**config.mk**
```make
export PLATFORM = sky130hd
export DESIGN_NAME = cruise_throttle_controller_flat
export DESIGN_NICKNAME = d
export VERILOG_FILES = /design/src/hdl/ctc_pkg.sv /design/src/hdl/ctc_in_if.sv /design/src/hdl/ctc_out_if.sv /design/src/hdl/ctc_step.sv /design/src/hdl/cruise_throttle_controller.sv /design/src/flat_wrapper.sv
export SDC_FILE = /design/constraint.sdc
export NUM_CORES = 1
export LEC_CHECK = 0
export BUFFER_PORTS_ARGS = -buffer_cell sky130_fd_sc_hd__clkbuf_2
export CORE_MARGIN = 2
export CORE_UTILIZATION = 25
export CTS_CLUSTER_DIAMETER = 150
export DETAILED_ROUTE_END_ITERATION = 6
export HOLD_SLACK_MARGIN = 0.1
export PLACE_DENSITY_LB_ADDON = 0.15
export SLEW_MARGIN = 20
export SYNTH_ARGS = -nofsm -noshare
export SYNTH_HDL_FRONTEND = slang
export SYNTH_SLANG_ARGS = --single-unit
```
**constraint.sdc**
```tcl
create_clock -name clk -period 16.8 [get_ports clk]
set_clock_uncertainty 0.05 [all_clocks]
set_input_delay 0.84 -clock clk [delete_from_list [all_inputs] [get_ports clk]]
set_output_delay 0.84 -clock clk [all_outputs]
set_load 0.05 [all_outputs]
```
**src/hdl/ctc_pkg.sv**
```systemverilog
// ----------------------------------------------------------------------------
// ctc_pkg
// Shared widths, reset values, register indexes and types for the cruise
// throttle controller.
// ----------------------------------------------------------------------------
package ctc_pkg;

    // field widths
    localparam int SPEED_W    = 11;
    localparam int THROTTLE_W = 8;
    localparam int TARGET_W   = 7;
    localparam int ENGAGE_W   = 10;
    localparam int CFG_DATA_W = 10;
    localparam int CFG_IDX_W  = 2;

    // register reset values
    localparam logic [THROTTLE_W-1:0] THROTTLE_LIMIT_RST = 8'd80;
    localparam logic [ENGAGE_W-1:0]   ENGAGE_SPEED_RST   = 10'd200;
    localparam logic [THROTTLE_W-1:0] PEDAL_STEP_RST     = 8'd5;

    // register indexes
    typedef enum logic [CFG_IDX_W-1:0] {
        CFG_THROTTLE_LIMIT = 2'd0,
        CFG_ENGAGE_SPEED   = 2'd1,
        CFG_PEDAL_STEP     = 2'd2
    } ctc_cfg_idx_t;

    // configuration seen by the datapath
    typedef struct packed {
        logic [THROTTLE_W-1:0] throttle_limit;
        logic [ENGAGE_W-1:0]   engage_speed;
        logic [THROTTLE_W-1:0] pedal_step;
    } ctc_cfg_t;

    // controller state, also the result payload minus engine_running
    typedef struct packed {
        logic [THROTTLE_W-1:0] throttle;
        logic                  engaged;
        logic [TARGET_W-1:0]   target;
    } ctc_state_t;

    // one control period
    typedef struct packed {
        logic signed [SPEED_W-1:0] speed;
        logic                      engine_switch;
        logic                      top_gear_switch;
        logic                      gas_button;
        logic                      brake_button;
        logic                      cruise_button;
    } ctc_item_t;

endpackage

```
**src/hdl/ctc_in_if.sv**
```systemverilog
// ----------------------------------------------------------------------------
// ctc_in_if
// Input channel: one control period per item, valid/ready handshake.
// ----------------------------------------------------------------------------
interface ctc_in_if;
    import ctc_pkg::*;

    logic                      valid;
    logic                      ready;
    logic signed [SPEED_W-1:0] speed;
    logic                      engine_switch;
    logic                      top_gear_switch;
    logic                      gas_button;
    logic                      brake_button;
    logic                      cruise_button;

    modport source (
        output valid, speed, engine_switch, top_gear_switch,
               gas_button, brake_button, cruise_button,
        input  ready
    );

    modport sink (
        input  valid, speed, engine_switch, top_gear_switch,
               gas_button, brake_button, cruise_button,
        output ready
    );
endinterface

```
**src/hdl/ctc_out_if.sv**
```systemverilog
// ----------------------------------------------------------------------------
// ctc_out_if
// Result channel: throttle and cruise status per item, valid/ready handshake.
// ----------------------------------------------------------------------------
interface ctc_out_if;
    import ctc_pkg::*;

    logic                  valid;
    logic                  ready;
    logic [THROTTLE_W-1:0] throttle_out;
    logic                  cruise_on;
    logic [TARGET_W-1:0]   target_out;
    logic                  engine_running;

    modport source (
        output valid, throttle_out, cruise_on, target_out, engine_running,
        input  ready
    );

    modport sink (
        input  valid, throttle_out, cruise_on, target_out, engine_running,
        output ready
    );
endinterface

```
**src/hdl/ctc_step.sv**
```systemverilog
// ----------------------------------------------------------------------------
// ctc_step
// Next-state logic for one control period: pedals, cruise engage/disengage
// and cruise throttle trim.
// ----------------------------------------------------------------------------
module ctc_step (
    input  ctc_pkg::ctc_cfg_t   cfg,
    input  ctc_pkg::ctc_state_t state,
    input  ctc_pkg::ctc_item_t  item,
    output ctc_pkg::ctc_state_t state_next,
    output logic                running
);
    import ctc_pkg::*;

    // x/10 == (x*205) >> 11 for every x below 1029
    localparam int          DIV10_SHIFT = 11;
    localparam logic [7:0]  DIV10_MUL   = 8'd205;
    localparam int          PROD_W      = ENGAGE_W + 8;
    localparam int          ERR_W       = SPEED_W + 2;

    // trim thresholds and steps
    localparam logic signed [ERR_W-1:0] ERR_BIG   = 13'sd20;
    localparam logic signed [ERR_W-1:0] ERR_MID   = 13'sd10;
    localparam logic signed [ERR_W-1:0] ERR_SMALL = 13'sd4;
    localparam logic [THROTTLE_W-1:0]   TRIM_BIG   = 8'd10;
    localparam logic [THROTTLE_W-1:0]   TRIM_MID   = 8'd5;
    localparam logic [THROTTLE_W-1:0]   TRIM_SMALL = 8'd1;

    // increase that saturates at the limit
    function automatic logic [THROTTLE_W-1:0] sat_add(
        input logic [THROTTLE_W-1:0] t,
        input logic [THROTTLE_W-1:0] n,
        input logic [THROTTLE_W-1:0] lim
    );
        logic [THROTTLE_W:0] s;
        s = {1'b0, t} + {1'b0, n};
        return (s > {1'b0, lim}) ? lim : s[THROTTLE_W-1:0];
    endfunction

    // decrease floored at zero
    function automatic logic [THROTTLE_W-1:0] floor_sub(
        input logic [THROTTLE_W-1:0] t,
        input logic [THROTTLE_W-1:0] n
    );
        return (t <= n) ? '0 : t - n;
    endfunction

    logic                        speed_zero;
    logic signed [SPEED_W:0]     speed_ext;
    logic signed [SPEED_W:0]     engage_ext;
    logic                        engage_ok;
    logic [PROD_W-1:0]           div_prod;
    logic [TARGET_W-1:0]         target_new;
    logic [SPEED_W-1:0]          target_x10;
    logic signed [ERR_W-1:0]     err;
    logic [THROTTLE_W-1:0]       thr_gas;
    logic [THROTTLE_W-1:0]       thr_brake;
    logic                        engaged_set;
    logic [TARGET_W-1:0]         target_set;
    logic                        disengage;

    assign speed_zero = (item.speed == '0);
    assign running    = item.engine_switch || !speed_zero;

    // engage check, signed speed against unsigned register
    assign speed_ext  = {item.speed[SPEED_W-1], item.speed};
    assign engage_ext = signed'({2'b00, cfg.engage_speed});
    assign engage_ok  = item.cruise_button && (speed_ext >= engage_ext);

    // target = speed/10; speed is non-negative whenever it is used
    assign div_prod   = PROD_W'(item.speed[ENGAGE_W-1:0]) * PROD_W'(DIV10_MUL);
    assign target_new = div_prod[DIV10_SHIFT +: TARGET_W];

    // pedals
    assign thr_gas   = item.gas_button
                     ? sat_add(state.throttle, cfg.pedal_step, cfg.throttle_limit)
                     : state.throttle;
    assign thr_brake = !item.brake_button ? thr_gas
                     : speed_zero         ? '0
                     : floor_sub(thr_gas, cfg.pedal_step);

    // engage, then disengage
    assign engaged_set = engage_ok || state.engaged;
    assign target_set  = (engage_ok && !state.engaged) ? target_new : state.target;
    assign disengage   = item.gas_button || item.brake_button || !item.top_gear_switch;

    // speed error against the latched target, including one latched this period
    assign target_x10 = {1'b0, target_set, 3'b000} + {3'b000, target_set, 1'b0};
    assign err        = {{2{item.speed[SPEED_W-1]}}, item.speed}
                      - signed'({2'b00, target_x10});

    always_comb
    begin
        state_next = state;
        if (running)
        begin
            state_next.throttle = thr_brake;
            state_next.engaged  = disengage ? 1'b0 : engaged_set;
            state_next.target   = disengage ? '0   : target_set;
            // cruise trim
            if (engaged_set && !disengage)
            begin
                if (err >= ERR_BIG)
                    state_next.throttle = floor_sub(thr_brake, TRIM_BIG);
                else if (err >= ERR_MID)
                    state_next.throttle = floor_sub(thr_brake, TRIM_MID);
                else if (err >= ERR_SMALL)
                    state_next.throttle = floor_sub(thr_brake, TRIM_SMALL);
                else if (err <= -ERR_BIG)
                    state_next.throttle = sat_add(thr_brake, TRIM_BIG,
                                                  cfg.throttle_limit);
                else if (err <= -ERR_MID)
                    state_next.throttle = sat_add(thr_brake, TRIM_MID,
                                                  cfg.throttle_limit);
                else if (err <= -ERR_SMALL)
                    state_next.throttle = sat_add(thr_brake, TRIM_SMALL,
                                                  cfg.throttle_limit);
            end
        end
    end

endmodule

```
**src/hdl/cruise_throttle_controller.sv**
```systemverilog
// ----------------------------------------------------------------------------
// cruise_throttle_controller
// Throttle and cruise-control decision logic, one item per control period.
// ----------------------------------------------------------------------------
// Pipeline: an accepted item goes into the input register, then through the
//   next-state logic into the result register.
// Throughput: one item per cycle; the state feedback through ctc_step is
//   combinational into state_reg, and the result register stalls only on out_ch.ready.
// Reset: rst_n clears throttle, cruise flag, target and both valid flags and
//   loads the register defaults (limit 80, engage speed 200, pedal step 5).
module cruise_throttle_controller (
    input  logic                               clk,
    input  logic                               rst_n,
    input  logic                               cfg_we,
    input  logic [ctc_pkg::CFG_IDX_W-1:0]      cfg_index,
    input  logic [ctc_pkg::CFG_DATA_W-1:0]     cfg_data,
    ctc_in_if.sink                             in_ch,
    ctc_out_if.source                          out_ch
);
    import ctc_pkg::*;

    ctc_cfg_t   cfg_reg;
    ctc_state_t state_reg;
    ctc_state_t state_next;
    ctc_item_t  item_reg;
    logic       item_valid_reg;
    logic       res_valid_reg;
    ctc_state_t res_reg;
    logic       res_running_reg;
    logic       running;
    logic       res_ready;
    logic       in_fire;
    logic       step_fire;

    // handshake
    assign res_ready   = !res_valid_reg || out_ch.ready;
    assign in_ch.ready = !item_valid_reg || res_ready;
    assign in_fire     = in_ch.valid && in_ch.ready;
    assign step_fire   = item_valid_reg && res_ready;

    // configuration registers
    always_ff @(posedge clk or negedge rst_n)
    begin
        if (!rst_n)
        begin
            cfg_reg.throttle_limit <= THROTTLE_LIMIT_RST;
            cfg_reg.engage_speed   <= ENGAGE_SPEED_RST;
            cfg_reg.pedal_step     <= PEDAL_STEP_RST;
        end
        else if (cfg_we)
        begin
            case (cfg_index)
                CFG_THROTTLE_LIMIT: cfg_reg.throttle_limit <= cfg_data[THROTTLE_W-1:0];
                CFG_ENGAGE_SPEED:   cfg_reg.engage_speed   <= cfg_data[ENGAGE_W-1:0];
                CFG_PEDAL_STEP:     cfg_reg.pedal_step     <= cfg_data[THROTTLE_W-1:0];
                default:            ;
            endcase
        end
    end

    // input register
    always_ff @(posedge clk or negedge rst_n)
    begin
        if (!rst_n)
            item_valid_reg <= 1'b0;
        else if (in_ch.ready)
            item_valid_reg <= in_ch.valid;
    end

    always_ff @(posedge clk)
    begin
        if (in_fire)
        begin
            item_reg.speed           <= in_ch.speed;
            item_reg.engine_switch   <= in_ch.engine_switch;
            item_reg.top_gear_switch <= in_ch.top_gear_switch;
            item_reg.gas_button      <= in_ch.gas_button;
            item_reg.brake_button    <= in_ch.brake_button;
            item_reg.cruise_button   <= in_ch.cruise_button;
        end
    end

    // next-state logic
    ctc_step u_step (
        .cfg        (cfg_reg),
        .state      (state_reg),
        .item       (item_reg),
        .state_next (state_next),
        .running    (running)
    );

    // controller state
    always_ff @(posedge clk or negedge rst_n)
    begin
        if (!rst_n)
            state_reg <= '0;
        else if (step_fire)
            state_reg <= state_next;
    end

    // result register
    always_ff @(posedge clk or negedge rst_n)
    begin
        if (!rst_n)
            res_valid_reg <= 1'b0;
        else if (res_ready)
            res_valid_reg <= item_valid_reg;
    end

    always_ff @(posedge clk)
    begin
        if (step_fire)
        begin
            res_reg         <= state_next;
            res_running_reg <= running;
        end
    end

    assign out_ch.valid          = res_valid_reg;
    assign out_ch.throttle_out   = res_reg.throttle;
    assign out_ch.cruise_on      = res_reg.engaged;
    assign out_ch.target_out     = res_reg.target;
    assign out_ch.engine_running = res_running_reg;

    // a cleared cruise flag always comes with a cleared target
    a_target_cleared: assert property (@(posedge clk) disable iff (!rst_n)
        !state_reg.engaged |-> (state_reg.target == '0))
        else $error("target held while cruise is off");

    // a latched target comes from a speed of at most 1023
    a_target_range: assert property (@(posedge clk) disable iff (!rst_n)
        state_reg.target <= 7'd102)
        else $error("target out of range");

    // engine off and standing leaves the state untouched
    a_idle_hold: assert property (@(posedge clk) disable iff (!rst_n)
        (step_fire && !running) |=> (state_reg == $past(state_reg)))
        else $error("state changed with engine off");

    // any net increase of the throttle ends at or below the limit
    a_increase_sat: assert property (@(posedge clk) disable iff (!rst_n)
        (step_fire && (state_next.throttle > state_reg.throttle))
        |-> (state_next.throttle <= cfg_reg.throttle_limit))
        else $error("throttle increase past limit");

    // a result taken with nothing in the input stage leaves the output empty
    a_no_extra: assert property (@(posedge clk) disable iff (!rst_n)
        (res_valid_reg && out_ch.ready && !item_valid_reg) |=> !res_valid_reg)
        else $error("result repeated");

endmodule
```
**src/flat_wrapper.sv**
```systemverilog
// flat-port wrapper written by rule: the top's interface ports become plain ports
module cruise_throttle_controller_flat import ctc_pkg::*;
  (clk, rst_n, cfg_we, cfg_index, cfg_data, in_ch_valid, in_ch_speed, in_ch_engine_switch, in_ch_top_gear_switch, in_ch_gas_button, in_ch_brake_button, in_ch_cruise_button, in_ch_ready, out_ch_valid, out_ch_throttle_out, out_ch_cruise_on, out_ch_target_out, out_ch_engine_running, out_ch_ready);
  ctc_in_if in_ch_i ();
  ctc_out_if out_ch_i ();
  input  logic clk;
  input  logic rst_n;
  input  logic cfg_we;
  input  logic [ctc_pkg::CFG_IDX_W-1:0] cfg_index;
  input  logic [ctc_pkg::CFG_DATA_W-1:0] cfg_data;
  input wire logic [$bits(in_ch_i.valid)-1:0] in_ch_valid;
  input wire logic [$bits(in_ch_i.speed)-1:0] in_ch_speed;
  input wire logic [$bits(in_ch_i.engine_switch)-1:0] in_ch_engine_switch;
  input wire logic [$bits(in_ch_i.top_gear_switch)-1:0] in_ch_top_gear_switch;
  input wire logic [$bits(in_ch_i.gas_button)-1:0] in_ch_gas_button;
  input wire logic [$bits(in_ch_i.brake_button)-1:0] in_ch_brake_button;
  input wire logic [$bits(in_ch_i.cruise_button)-1:0] in_ch_cruise_button;
  output wire logic [$bits(in_ch_i.ready)-1:0] in_ch_ready;
  output wire logic [$bits(out_ch_i.valid)-1:0] out_ch_valid;
  output wire logic [$bits(out_ch_i.throttle_out)-1:0] out_ch_throttle_out;
  output wire logic [$bits(out_ch_i.cruise_on)-1:0] out_ch_cruise_on;
  output wire logic [$bits(out_ch_i.target_out)-1:0] out_ch_target_out;
  output wire logic [$bits(out_ch_i.engine_running)-1:0] out_ch_engine_running;
  input wire logic [$bits(out_ch_i.ready)-1:0] out_ch_ready;
  assign in_ch_i.valid = in_ch_valid;
  assign in_ch_i.speed = in_ch_speed;
  assign in_ch_i.engine_switch = in_ch_engine_switch;
  assign in_ch_i.top_gear_switch = in_ch_top_gear_switch;
  assign in_ch_i.gas_button = in_ch_gas_button;
  assign in_ch_i.brake_button = in_ch_brake_button;
  assign in_ch_i.cruise_button = in_ch_cruise_button;
  assign in_ch_ready = in_ch_i.ready;
  assign out_ch_valid = out_ch_i.valid;
  assign out_ch_throttle_out = out_ch_i.throttle_out;
  assign out_ch_cruise_on = out_ch_i.cruise_on;
  assign out_ch_target_out = out_ch_i.target_out;
  assign out_ch_engine_running = out_ch_i.engine_running;
  assign out_ch_i.ready = out_ch_ready;
  cruise_throttle_controller u_core (.clk(clk), .rst_n(rst_n), .cfg_we(cfg_we), .cfg_index(cfg_index), .cfg_data(cfg_data), .in_ch(in_ch_i), .out_ch(out_ch_i));
endmodule
```
; Word level (Yosys, flattened, before mapping)
; Cells that the tools add are included.
; Widths: inputs -> output; s select.
[classes]
n_eq_ne = 2
reduce_logical = 22
addsub = 10
n_lt_le_gt_ge = 15
mux = 22
multipliers = 1
[ops]
columns = operator, count
row1 = $mux 8, 18
row2 = $gt 9x8->1, 4
row3 = $mul 10x8->18 const B, 1
row4 = $mux 16, 1
row5 = $mux 7, 2
row6 = $ge 13x4->1 const B, 1
row7 = $ge 13x5->1 const B, 1
row8 = $ge 13x6->1 const B, 1
row9 = $le 13x3->1 const B, 1
row10 = $le 13x5->1 const B, 1
row11 = $le 13x6->1 const B, 1
row12 = $sub 11x12->13, 1
row13 = $add 10x8->11, 1
row14 = $ge 11x11->1, 1
row15 = $logic_not 11->1, 1
row16 = $add 8x1->9 const B, 1
row17 = $add 8x3->9 const B, 1
row18 = $add 8x4->9 const B, 1
row19 = $add 8x8->9, 1
row20 = $le 8x1->1 const B, 1
row21 = $le 8x3->1 const B, 1
row22 = $le 8x4->1 const B, 1
row23 = $le 8x8->1, 1
row24 = $sub 8x1->8 const B, 1
row25 = other kinds (11), 27
[totals]
out_inout_bits = 19
word_cells = 90
ff_bits = 77

; Longest topological paths before layout
; Gate-level depths: netlist of run 1.
[depth]
ltp_word = 19
ltp_mapped = 42

; By module
; Synthesis of run 1 repeated with hierarchy kept, for this count alone.
[hier_totals]
hier_cells = 1013
area_unflattened_um2 = 9270.1
[modules_own_cells]
columns = mod, cells_per_inst, seq_area_each_um2, area_each_um2, instances
row1 = ctc_step, 882, 0.0, 6586.3, 1
row2 = cruise_throttle_controller, 131, 2100.8, 2683.8, 1

; Worst setup path before layout of run 1
; No wires, ideal clock.
[synth_timing]
path_kind = register to register
start = register u_core.state_reg[8] in the netlist's numbering
end = register u_core.res_reg (netlist bit u_core.out_ch.throttle_out[1]) (data pin)
required_time_ns = 16.484
setup_ns = 0.266
arrival_time_ns = 7.773
setup_slack_ns = 8.710
synth_period_minus_slack_ns = 8.090
stages_incl_launch_ff = 37
path_buffers = 2
cell_sequence = dfrtp_1 -> ha_1 -> fa_1 -> a211oi_2 -> o21bai_1 -> a21oi_1 -> xor2_1 -> inv_1 -> ha_1 -> a22oi_1 -> nand2_1 -> o211a_2 -> nor3_2 -> buf_2 -> mux2i_1 -> o21ai_0 -> ha_1 -> or4_4 -> o22ai_4 -> o31ai_1 -> or3_1 -> buf_6 -> ha_1 -> o211ai_1 -> xnor2_1 -> ha_1 -> or3_1 -> a221oi_1 -> nand2_1 -> o221ai_1 -> a41oi_1 -> a41oi_4 -> mux2i_1 -> a211o_1 -> a21oi_1 -> a221oi_1 -> a21oi_1
[synth_lines]
columns = element, line
row1 = from (decl), cruise_throttle_controller.sv:23  ; ctc_state_t state_reg;
row2 = from (signal assigned), cruise_throttle_controller.sv:98  ; state_reg <= state_next;
row3 = to (signal assigned), cruise_throttle_controller.sv:114  ; res_reg <= state_next;
row4 = to (decl), cruise_throttle_controller.sv:28  ; ctc_state_t res_reg;

==> results of run 1 <==
-- through the flow --
step	hold slack (ns)	cells	util, %	worst slack (ns)	instance area (um2)
5_1_grt	0.4656	1655	28.34	5.898	10700
6_report	0.4520	1655	28.34	6.519	10700
3_5_place_dp	0.4404	1639	27.57	6.760	10410
3_3_place_gp	0.4331	1639	27.57	6.598	10410
4_1_cts	0.4462	1655	28.34	6.677	10700
2_1_floorplan	0.4072	1098	-	8.710	9603
-- cells in the final DEF, fill, tap and decap left out, types with 11 or more instances in the layout --
cell      count
nor3_1       16
a21oi_1      62
clkbuf_2     51
nor2_1       84
a21o_1       19
xor2_1       13
nand3_1      16
o31ai_1      13
o21a_1       20
mux2_2       25
edfxtp_1     33
mux2i_1      12
nor2b_1      11
nand2_1      83
xnor2_1      35
dfrtp_1      37
ha_1        132
nand4_1      19
o211ai_1     17
inv_1       113
a211oi_1     12
fa_1         21
o21ai_0      58
nand2b_1     13
-- critical path: cells and delay by family, from the launching register on --
kind            cells  cell delay [ns]
xor+xnor            1             0.32
flops               1             0.43
buf+inv             2             0.25
fa+ha+maj           7             2.25
compound gates     19             4.51
mux                 1             0.22
simple gates        7             1.94
-- kinds of logic (layout without fill, tap and decap cells) --
group	Yosys count	count (layout)
mux	38	38
buf+inv	149	195
compound gates	321	321
fa+ha+maj	153	153
flops	77	77
simple gates	312	312
xor+xnor	48	48
-- metal layers --
| metal | vias up | share of wire (%) | GRT usage (%) |
|---|---|---|---|
| met2 | 289 | 44 | 26.35 |
| met1 | 3980 | 48 | 23.63 |
| met3 | 44 | 5.6 | 2.285 |
| met4 | 0 | 2.5 | 5.213 |
| met5 | - | 0 | 0 |
| li1 | 4121 | - | - |
-- Yosys cell counts, types with 5 or more instances --
master	n
a211oi_1	12
a21o_1	19
a21oi_1	62
a221oi_1	5
a22oi_1	7
a31oi_1	9
and2_1	9
and3_1	8
buf_2	7
clkbuf_1	17
dfrtp_1	37
dfstp_2	7
edfxtp_1	33
fa_1	21
ha_1	132
inv_1	113
mux2_2	25
mux2i_1	12
nand2_1	83
nand2b_1	13
nand3_1	16
nand3b_1	7
nand4_1	19
nor2_1	84
nor2b_1	12
nor3_1	16
nor4_1	5
o211ai_1	17
o21a_1	20
o21ai_0	58
o21ai_1	6
o21bai_1	5
o31a_1	6
o31ai_1	13
or2_1	5
or3_1	9
xnor2_1	35
xor2_1	13
-- final cells by class --
class / instances / area share (%)
Clock buffer: 9 / 2.105
Clock inverter: 7 / 0.6314
Inverter: 119 / 4.221
Multi-Input combinational cell: 872 / 64.42
Sequential cell: 77 / 19.63
Tap cell: 511 / 5.975
Timing Repair Buffer: 60 / 3.016
-- path summary, 6_finish.rpt --
path | startpoint | endpoint | slack [ns] | cells after the start
min | u_core.item_valid_reg | u_core.out_ch.valid | 0.45 | 1
min reg2reg | u_core.item_valid_reg | u_core.out_ch.valid | 0.45 | 1
max reg2reg | u_core.state_reg[8] | u_core.out_ch.throttle_out[3] | 6.52 | 37
min in group asynchronous | rst_n | u_core.state_reg[1] | 0.54 | 2
max | u_core.state_reg[8] | u_core.out_ch.throttle_out[3] | 6.52 | 37
max in group asynchronous | rst_n | u_core.cfg_reg[1] | 15.69 | 2
==> results.py, run 1 <==
metrics = {
    "clocking": {
        "clk_latency_ns": 0.36,
        "cts_buffers": 9,
        "path_clk_slew_ns": 0.08,
        "postCtsHoldBufs": 0,
        "post_cts.repair.setup_buffers": 0,
        "tritoncts": "built",
        "ctsRootBufferMaster": "clkbuf_16",
        "h-tree-depth": 3,
        "clkSinkCount": 77,
        "clockBufferDepth": 2,
        "cts_resized": 0,
    },
    "grt": {
        "antenna_found_initial": 0,
        "grt_pass1_wl_um": 50300,
        "track_usage_pct": 16.73,
        "grt_max_degree": 45,
        "grt_pass1_vias": 8402,
        "grt_overflow": 0,
    },
    "route": {
        "drtIter0Drc": 558,
        "drt-pass1-iter-count": 5,
        "final_antenna_net_count": 0,
        "finalWirelength_um": 32180,
        "wl_per_cell_um": 19.44,
        "vias_per_cell": 5.096,
        "drc": 0,
        "vias": 8434,
    },
    "cells_and_area": {
        "n_antenna_cell": 0,
        "fin_nets": 1325,
        "seqCellArea_um2": 2101,
        "multiInputGateArea_um2": 6894,
        "syn_to_final_growth_pct": 11.44,
        "n_fill_cell": 4117,
        "largest_register_ffs": 26,
        "drive_above_1_share_pct": 14.34,
    },
    "setup_path": {
        "worst_path_most_repeated_cell": "ha_1",
        "crit_path_max_incr_delay_ns": 0.90,
        "cp.required_ns": 16.85,
        "cp-start-kind": "flop",
        "worstSetupPathType": "reg -> reg",
        "slowest_stage": "o31ai_1",
        "worst_ep_arrival_time_ns": 10.33,
        "crit_fanout": 12,
        "end_kind": "flop",
    },
    "floorplanning": {
        "io_pins": 52,
        "dieHeight_um": 200.0,
        "num_rows": 71,
        "fp.dieArea_um2": 40000,
        "coreArea_um2": 37760,
        "dieWidth_um": 200.0,
        "start_util_pct": 25.43,
    },
    "sta": {
        "timing.slew.headroom_pct": 26.83,
        "setup_viol": 0,
        "finalHoldViolCount": 0,
        "tightest_slew_ns": 1.088,
        "finalCritPeriodShare_pct": 61.20,
        "fmax_mhz": 97.26,
        "period_needed_ns": 10.28,
        "slew_violations": 0,
        "tns_ns": 0,
        "rsz0062_at_grt": "no",
    },
    "yosys": {
        "synth-seq-cells": 77,
        "synthAdderAreaFrac_pct": 21.58,
        "syn_area_um2": 9603,
        "syn_nets": 1284,
        "synth_ff_type": "dfrtp_1",
        "async_reset_ff_share_pct": 57.14,
        "synthMuxAreaShare_pct": 4.326,
        "synth_area_leader_cell": "ha_1",
        "syn_avg_cell_area_um2": 8.746,
        "yosysTopAreaCellShare_pct": 17.20,
        "ys_top_cells_by_area": "ha_1 (17%), edfxtp_1 (10%), dfrtp_1 (9.6%)",
        "yosysSeqAreaShare_pct": 21.88,
        "syn-instance-count": 1098,
        "synthDistinctLibCells": 102,
        "synth_edf_count": 33,
        "synth_compound_area_share_pct": 24.70,
        "synth_top_family_by_area": "compound AO/OA/AOI/OAI gates",
        "synthSimpleGateAreaFrac_pct": 16.78,
        "synthXorXnorAreaFrac_pct": 4.378,
        "synth_warnings": 0,
    },
    "run_status": {
        "outcome": "complete, no violations",
    },
    "job": {
        "drv_cap": 0,
    },
    "worst_hold_path": {
        "hold_class": "reg -> reg",
    },
    "placed_design": {
        "port_buffers": 51,
        "gp_congestion": 0.8733,
        "dp_hpwl_um": 25950,
    },
}
Power of run 1 is not shown: default switching activity piles up to over one toggle a cycle in this logic, so the estimate is an artifact.
==> inputs of run 2 (changes only) <==
--- a/config.mk
+++ b/config.mk
@@ -5,6 +5,7 @@
 export SDC_FILE = /design/constraint.sdc
 export NUM_CORES = 1
 export LEC_CHECK = 0
+export ABC_AREA = 1
 export BUFFER_PORTS_ARGS = -buffer_cell sky130_fd_sc_hd__clkbuf_2
 export CORE_MARGIN = 2
 export CORE_UTILIZATION = 25
==> constraint.sdc (replaced) <==
create_clock -name clk -period 8.9 [get_ports clk]
set_clock_uncertainty 0.05 [all_clocks]
set_input_delay 0.445 -clock clk [delete_from_list [all_inputs] [get_ports clk]]
set_output_delay 0.445 -clock clk [all_outputs]
set_load 0.05 [all_outputs]
==> results.py, run 2 <==
metrics = {
    "run_status": {
        "outcome": "complete, no violations",
    },
    "setup_path": {
        "slowest_stage": "fa_1",
        "rr_worst_depth": 55,
        "worst_ep_arrival_time_ns": 8.39,
        "cp.required_ns": 8.93,
        "crit_path_max_incr_delay_ns": 0.53,
        "worst_path_most_repeated_cell": "nand2_1",
        "end_kind": "flop",
        "crit_fanout": 7,
        "cp-start-kind": "flop",
        "worstSetupPathType": "reg -> reg",
    },
    "yosys": {
        "synth-seq-cells": 77,
        "synth_area_leader_cell": "ha_1",
        "ys_top_cells_by_area": "ha_1 (18%), nand2_1 (13%), edfxtp_1 (11%)",
        "syn_area_um2": 9030,
        "synthDistinctLibCells": 51,
        "syn_nets": 1448,
        "syn-instance-count": 1262,
        "synth_common_cells": "nand2_1 (321), inv_1 (223), ha_1 (132)",
        "yosysTopAreaCellShare_pct": 18.29,
        "synth_warnings": 0,
        "yosys.cell_count.top_type": "nand2_1",
        "yosysSeqAreaShare_pct": 23.26,
        "syn_avg_cell_area_um2": 7.155,
        "synth_ff_type": "dfrtp_1",
        "synth_edf_count": 33,
        "async_reset_ff_share_pct": 57.14,
    },
    "floorplanning": {
        "dieHeight_um": 194.1,
        "coreArea_um2": 35570,
        "num_rows": 69,
        "io_pins": 52,
        "fp.dieArea_um2": 37660,
        "dieWidth_um": 194.1,
        "start_util_pct": 25.39,
    },
    "worst_hold_path": {
        "hold_class": "in -> async",
    },
    "route": {
        "finalWirelength_um": 28830,
        "drc": 0,
        "drt-pass1-iter-count": 7,
        "vias": 8234,
        "wl_per_cell_um": 15.90,
        "final_antenna_net_count": 0,
        "vias_per_cell": 4.542,
        "drtIter0Drc": 496,
    },
    "sta": {
        "period_needed_ns": 8.357,
        "slew_violations": 0,
        "setup_viol": 0,
        "timing.slew.headroom_pct": 42.08,
        "hold_ws_ns": 0.1222,
        "finalHoldViolCount": 0,
        "finalCritPeriodShare_pct": 93.90,
        "tightest_slew_ns": 0.8656,
        "fmax_mhz": 119.7,
    },
    "grt": {
        "grtUsageMet3_pct": 1.774,
        "busiest_layer": "met2",
        "grt_use_met2_pct": 24.04,
        "grt_max_degree": 45,
        "grt_pass1_vias": 7966,
        "grt_use_met1_pct": 22.64,
        "grt_pass1_wl_um": 45520,
        "track_usage_pct": 15.34,
        "grt_overflow": 0,
        "antenna_found_initial": 0,
    },
    "job": {
        "drv_cap": 0,
    },
    "cells_and_area": {
        "seqCellArea_um2": 2101,
        "layoutNonFillerInstCount": 1813,
        "fin_nets": 1533,
        "final_common_cell": "nand2_1",
        "multiInputGateArea_um2": 6156,
        "syn_to_final_growth_pct": 17.02,
        "drive_above_1_share_pct": 15.98,
        "n_fill_cell": 3932,
        "final_cell_mix": "nand2_1 (311), inv_1 (216), ha_1 (127), nand3_1 (100), o21ai_0 (70)",
        "n_antenna_cell": 0,
        "largest_register_ffs": 26,
    },
    "pwr": {
        "p_leak_uw": 0.005474,
        "p_total_uw": 3727,
        "ir_worst_vdd_uv": 113.6,
        "pwr_density_cell_nw_per_um2": 352.7,
    },
    "clocking": {
        "clockBufferDepth": 2,
        "postCtsHoldBufs": 0,
        "path_clk_slew_ns": 0.06,
        "cts_buffers": 9,
        "h-tree-depth": 3,
        "clk_latency_ns": 0.34,
        "ctsRootBufferMaster": "clkbuf_16",
        "tritoncts": "built",
        "clkSinkCount": 77,
    },
    "placed_design": {
        "dp_cells": 1780,
        "port_buffers": 51,
        "dp_hpwl_um": 23330,
        "gp_congestion": 0.8823,
    },
}
==> run 2: timing repair <==
item | 4_1_cts | 5_1_grt
setup endpoints to repair | 0 | 16
setup buffers | 0 | 16
resized for setup | 0 | 50
==> run 2: cell families after synthesis <==
group / count (synthesis) / share of synthesized area (%)
adders and majority gates: 153 / 22.95
DFF: 77 / 23.26
xor gates and xnor gates: 41 / 3.977
and+or+nand+nor: 554 / 27.35
AOI/OAI and AO/OA: 188 / 11.85
buffers and inverters: 249 / 10.61
==> run 2: per-stage QoR <==
step	setup TNS [ns]	utilization (%)	setup WS, ns	instance area (um2)
global route	-0.1460	29.71	-0.04069	10570
CTS	0	28.83	0.01380	10250
global placement	0	27.95	0.01303	9943
floorplan	0	-	0.8998	9030
detailed placement	0	27.95	0.04955	9943
finish	0	29.71	0.5426	10570
==> run 2: critical path, delay by kind of cell (launching register included) <==
kind	cells	cell delay [ns]
xor gates and xnor gates	2	0.45
adders and majority gates	7	2.73
AOI/OAI and AO/OA	11	1.46
DFF	1	0.52
and+or+nand+nor	25	2.21
buffers and inverters	10	0.65
==> run 2: where the power goes <==
group          leakage [uW]  internal, uW  switching [uW]  total, uW
Sequential         0.000864           449            79.1        528
Combinational       0.00446           960            1850       2810
Clock              0.000154           226             160        386
==> run 2: layout make-up <==
type / instances / share of cell area [%]
Multi-Input combinational cell: 937 / 58.26
Clock buffer: 12 / 2.641
Timing Repair Buffer: 89 / 5.115
Tap cell: 461 / 5.459
Clock inverter: 4 / 0.3079
Sequential cell: 77 / 19.88
Inverter: 233 / 8.336
==> run 2: metal layers <==
layer	part of all wire (%)	wire length, um	up-vias
met5	0	0	-
met4	1.4	399	0
met3	3.8	1082	22
met2	44	12760	189
met1	51	14580	3758
li1	-	-	4265
==> run 2: worst paths after layout <==
path                                     startpoint                            end  slack, ns
worst max-delay path            u_core.item_reg[12]  u_core.out_ch.throttle_out[4]       0.54
worst min-delay path                          rst_n            u_core.state_reg[2]       0.12
worst max register to register  u_core.item_reg[12]  u_core.out_ch.throttle_out[4]       0.54
worst min register to register   u_core.cfg_reg[10]             u_core.cfg_reg[10]       0.44
max in group asynchronous                     rst_n              u_core.cfg_reg[5]       8.22
min in group clk                     in_ch_speed[0]             u_core.item_reg[5]       0.22
(Power assumes the default switching activity.)
==> inputs of run 3 (changes only) <==
--- a/config.mk
+++ b/config.mk
@@ -8,7 +8,7 @@
 export ABC_AREA = 1
 export BUFFER_PORTS_ARGS = -buffer_cell sky130_fd_sc_hd__clkbuf_2
 export CORE_MARGIN = 2
-export CORE_UTILIZATION = 25
+export CORE_UTILIZATION = 31
 export CTS_CLUSTER_DIAMETER = 150
 export DETAILED_ROUTE_END_ITERATION = 6
 export HOLD_SLACK_MARGIN = 0.1
==> results.py, run 3 (synthesis results as in run 2) <==
metrics = {
    "setup_path": {
        "worstSetupPathType": "reg -> reg",
        "worst_path_most_repeated_cell": "nand2_1",
        "worst_ep_arrival_time_ns": 8.49,
        "cp-start-kind": "flop",
        "crit_fanout": 5,
        "slowest_stage": "fa_1",
        "cp.required_ns": 9.13,
        "crit_family": "adder cells",
        "crit_path_max_incr_delay_ns": 0.53,
        "end_kind": "flop",
        "timing.critical_path.buf_inv": 9,
        "r2r_slack_ns": 0.63,
    },
    "route": {
        "route.layer.met1.wl_um": 13920,
        "top_layer_used": "met4",
        "dr_wl_met2_um": 12290,
        "met3_length_um": 1276,
        "drt-pass1-iter-count": 5,
        "vias_per_cell": 4.814,
        "drtIter0Drc": 553,
        "final_antenna_net_count": 0,
        "vias": 8338,
        "drc": 0,
        "wl_per_cell_um": 16.05,
        "finalWirelength_um": 27800,
    },
    "sta": {
        "tns_ns": 0,
        "layout_setup_ws_ns": 0.6338,
        "timing.slew.headroom_pct": 48.51,
        "slew_violations": 0,
        "finalHoldViolCount": 0,
        "setup_viol": 0,
        "period_needed_ns": 8.266,
        "fmax_mhz": 121.0,
        "tightest_slew_ns": 0.7715,
        "finalCritPeriodShare_pct": 92.88,
    },
    "pwr": {
        "combPwrFrac_pct": 75.2,
        "pwr-share-clk_pct": 10.4,
        "sequentialPowerShare_pct": 14.4,
        "p_leak_uw": 0.005453,
        "switching_power_uw": 2071,
        "switching_share_pct": 56.46,
        "pwr_density_cell_nw_per_um2": 351.4,
        "ir_worst_vdd_uv": 114.7,
        "intPower_uw": 1597,
    },
    "cells_and_area": {
        "fin_nets": 1529,
        "n_antenna_cell": 0,
        "largest_register_ffs": 26,
        "drive_above_1_share_pct": 15.28,
        "syn_to_final_growth_pct": 15.59,
        "final_cell_mix": "nand2_1 (318), inv_1 (218), ha_1 (125), nand3_1 (100), o21ai_0 (70)",
        "final_common_cell": "nand2_1",
    },
    "job": {
        "drv_cap": 0,
    },
    "floorplanning": {
        "io_pins": 52,
        "num_rows": 62,
        "start_util_pct": 31.46,
        "coreArea_um2": 28700,
        "dieHeight_um": 174.7,
        "fp.dieArea_um2": 30510,
        "dieWidth_um": 174.7,
    },
    "placed_design": {
        "gp_congestion": 0.8800,
        "port_buffers": 51,
        "dp_hpwl_um": 22290,
        "post-place-ws_ns": 0.1140,
    },
    "clocking": {
        "clk_latency_ns": 0.35,
        "path_clk_slew_ns": 0.08,
        "clkSinkCount": 77,
        "clockBufferDepth": 2,
        "tritoncts": "built",
        "cts_buffers": 9,
        "ctsRootBufferMaster": "clkbuf_16",
        "h-tree-depth": 3,
    },
    "grt": {
        "grt_pass1_vias": 8066,
        "grt_pass1_wl_um": 44500,
        "grt_overflow": 0,
        "track_usage_pct": 18.44,
        "grt_max_degree": 45,
        "antenna_found_initial": 0,
    },
    "run_status": {
        "outcome": "complete, no violations",
    },
    "worst_hold_path": {
        "hold_class": "in -> async",
    },
}
==> run 3: changes by cell type in the layout (fill, tap and decap cells not counted), moves of 3 or more <==
cell     before  now
o21ai_1       5    8
nand2_2      30   22
nand2_1     311  318
buf_4        38   33
nor2_1       53   50
o21ai_2       8    5
nor2_2        2    5
==> run 3: what timing repair did <==
action | CTS | global route
resized for setup | 0 | 44
endpoints found under the hold margin | 0 | 0
buffers inserted | 0 | 14
setup endpoints to repair | 0 | 16
hold buffers | 0 | 0
==> run 3: worst paths after layout <==
kind	to	depth (start not counted)	from
worst max-delay path	u_core.state_reg[8]	53	u_core.item_reg[11]
min in group clk	u_core.item_reg[13]	1	in_ch_speed[8]
worst min register to register	u_core.cfg_reg[10]	2	u_core.cfg_reg[10]
worst min-delay path	u_core.state_reg[2]	2	rst_n
worst max register to register	u_core.state_reg[8]	53	u_core.item_reg[11]
max in group asynchronous	u_core.cfg_reg[12]	2	rst_n
==> run 3: cell type report <==
type	instances	area, um2
flip-flops and latches	77	2101
repair inverters	1	5.005
fillers	3157	18270
inverters	233	880.8
clock inverters	6	52.55
multi-input cells	937	6165
well taps	384	480.5
repair buffers	84	503.0
clock buffers	10	250.2
==> run 3: power groups by stage <==
stage / Combinational (uW) / Sequential, uW / Clock, uW
2_1_floorplan: 1950 / 559 / 0
3_3_place_gp: 2690 / 536 / 0
3_5_place_dp: 2670 / 534 / 0
4_1_cts: 2690 / 528 / 391
5_1_grt: 3140 / 534 / 408
6_report: 2760 / 526 / 382
==> run 3: through the flow <==
| step | total power, uW | hold WS, ns | utilization, % | area, um2 | std cells |
|---|---|---|---|---|---|
| 2_1_floorplan | 2513 | 0.09941 | - | 9030 | 1262 |
| 3_3_place_gp | 3221 | 0.4200 | 34.23 | 9824 | 1700 |
| 3_5_place_dp | 3206 | 0.4231 | 34.23 | 9824 | 1700 |
| 4_1_cts | 3608 | 0.1661 | 35.28 | 10130 | 1716 |
| 5_1_grt | 4080 | 0.1703 | 36.36 | 10440 | 1732 |
| 6_report | 3668 | 0.1181 | 36.36 | 10440 | 1732 |
==> run 3: layer usage <==
layer  track usage [%]  up-vias
met5                 0        -
met4             3.021        0
met3             2.654       21
met2             29.03      192
met1             27.12     3864
li1                  -     4261
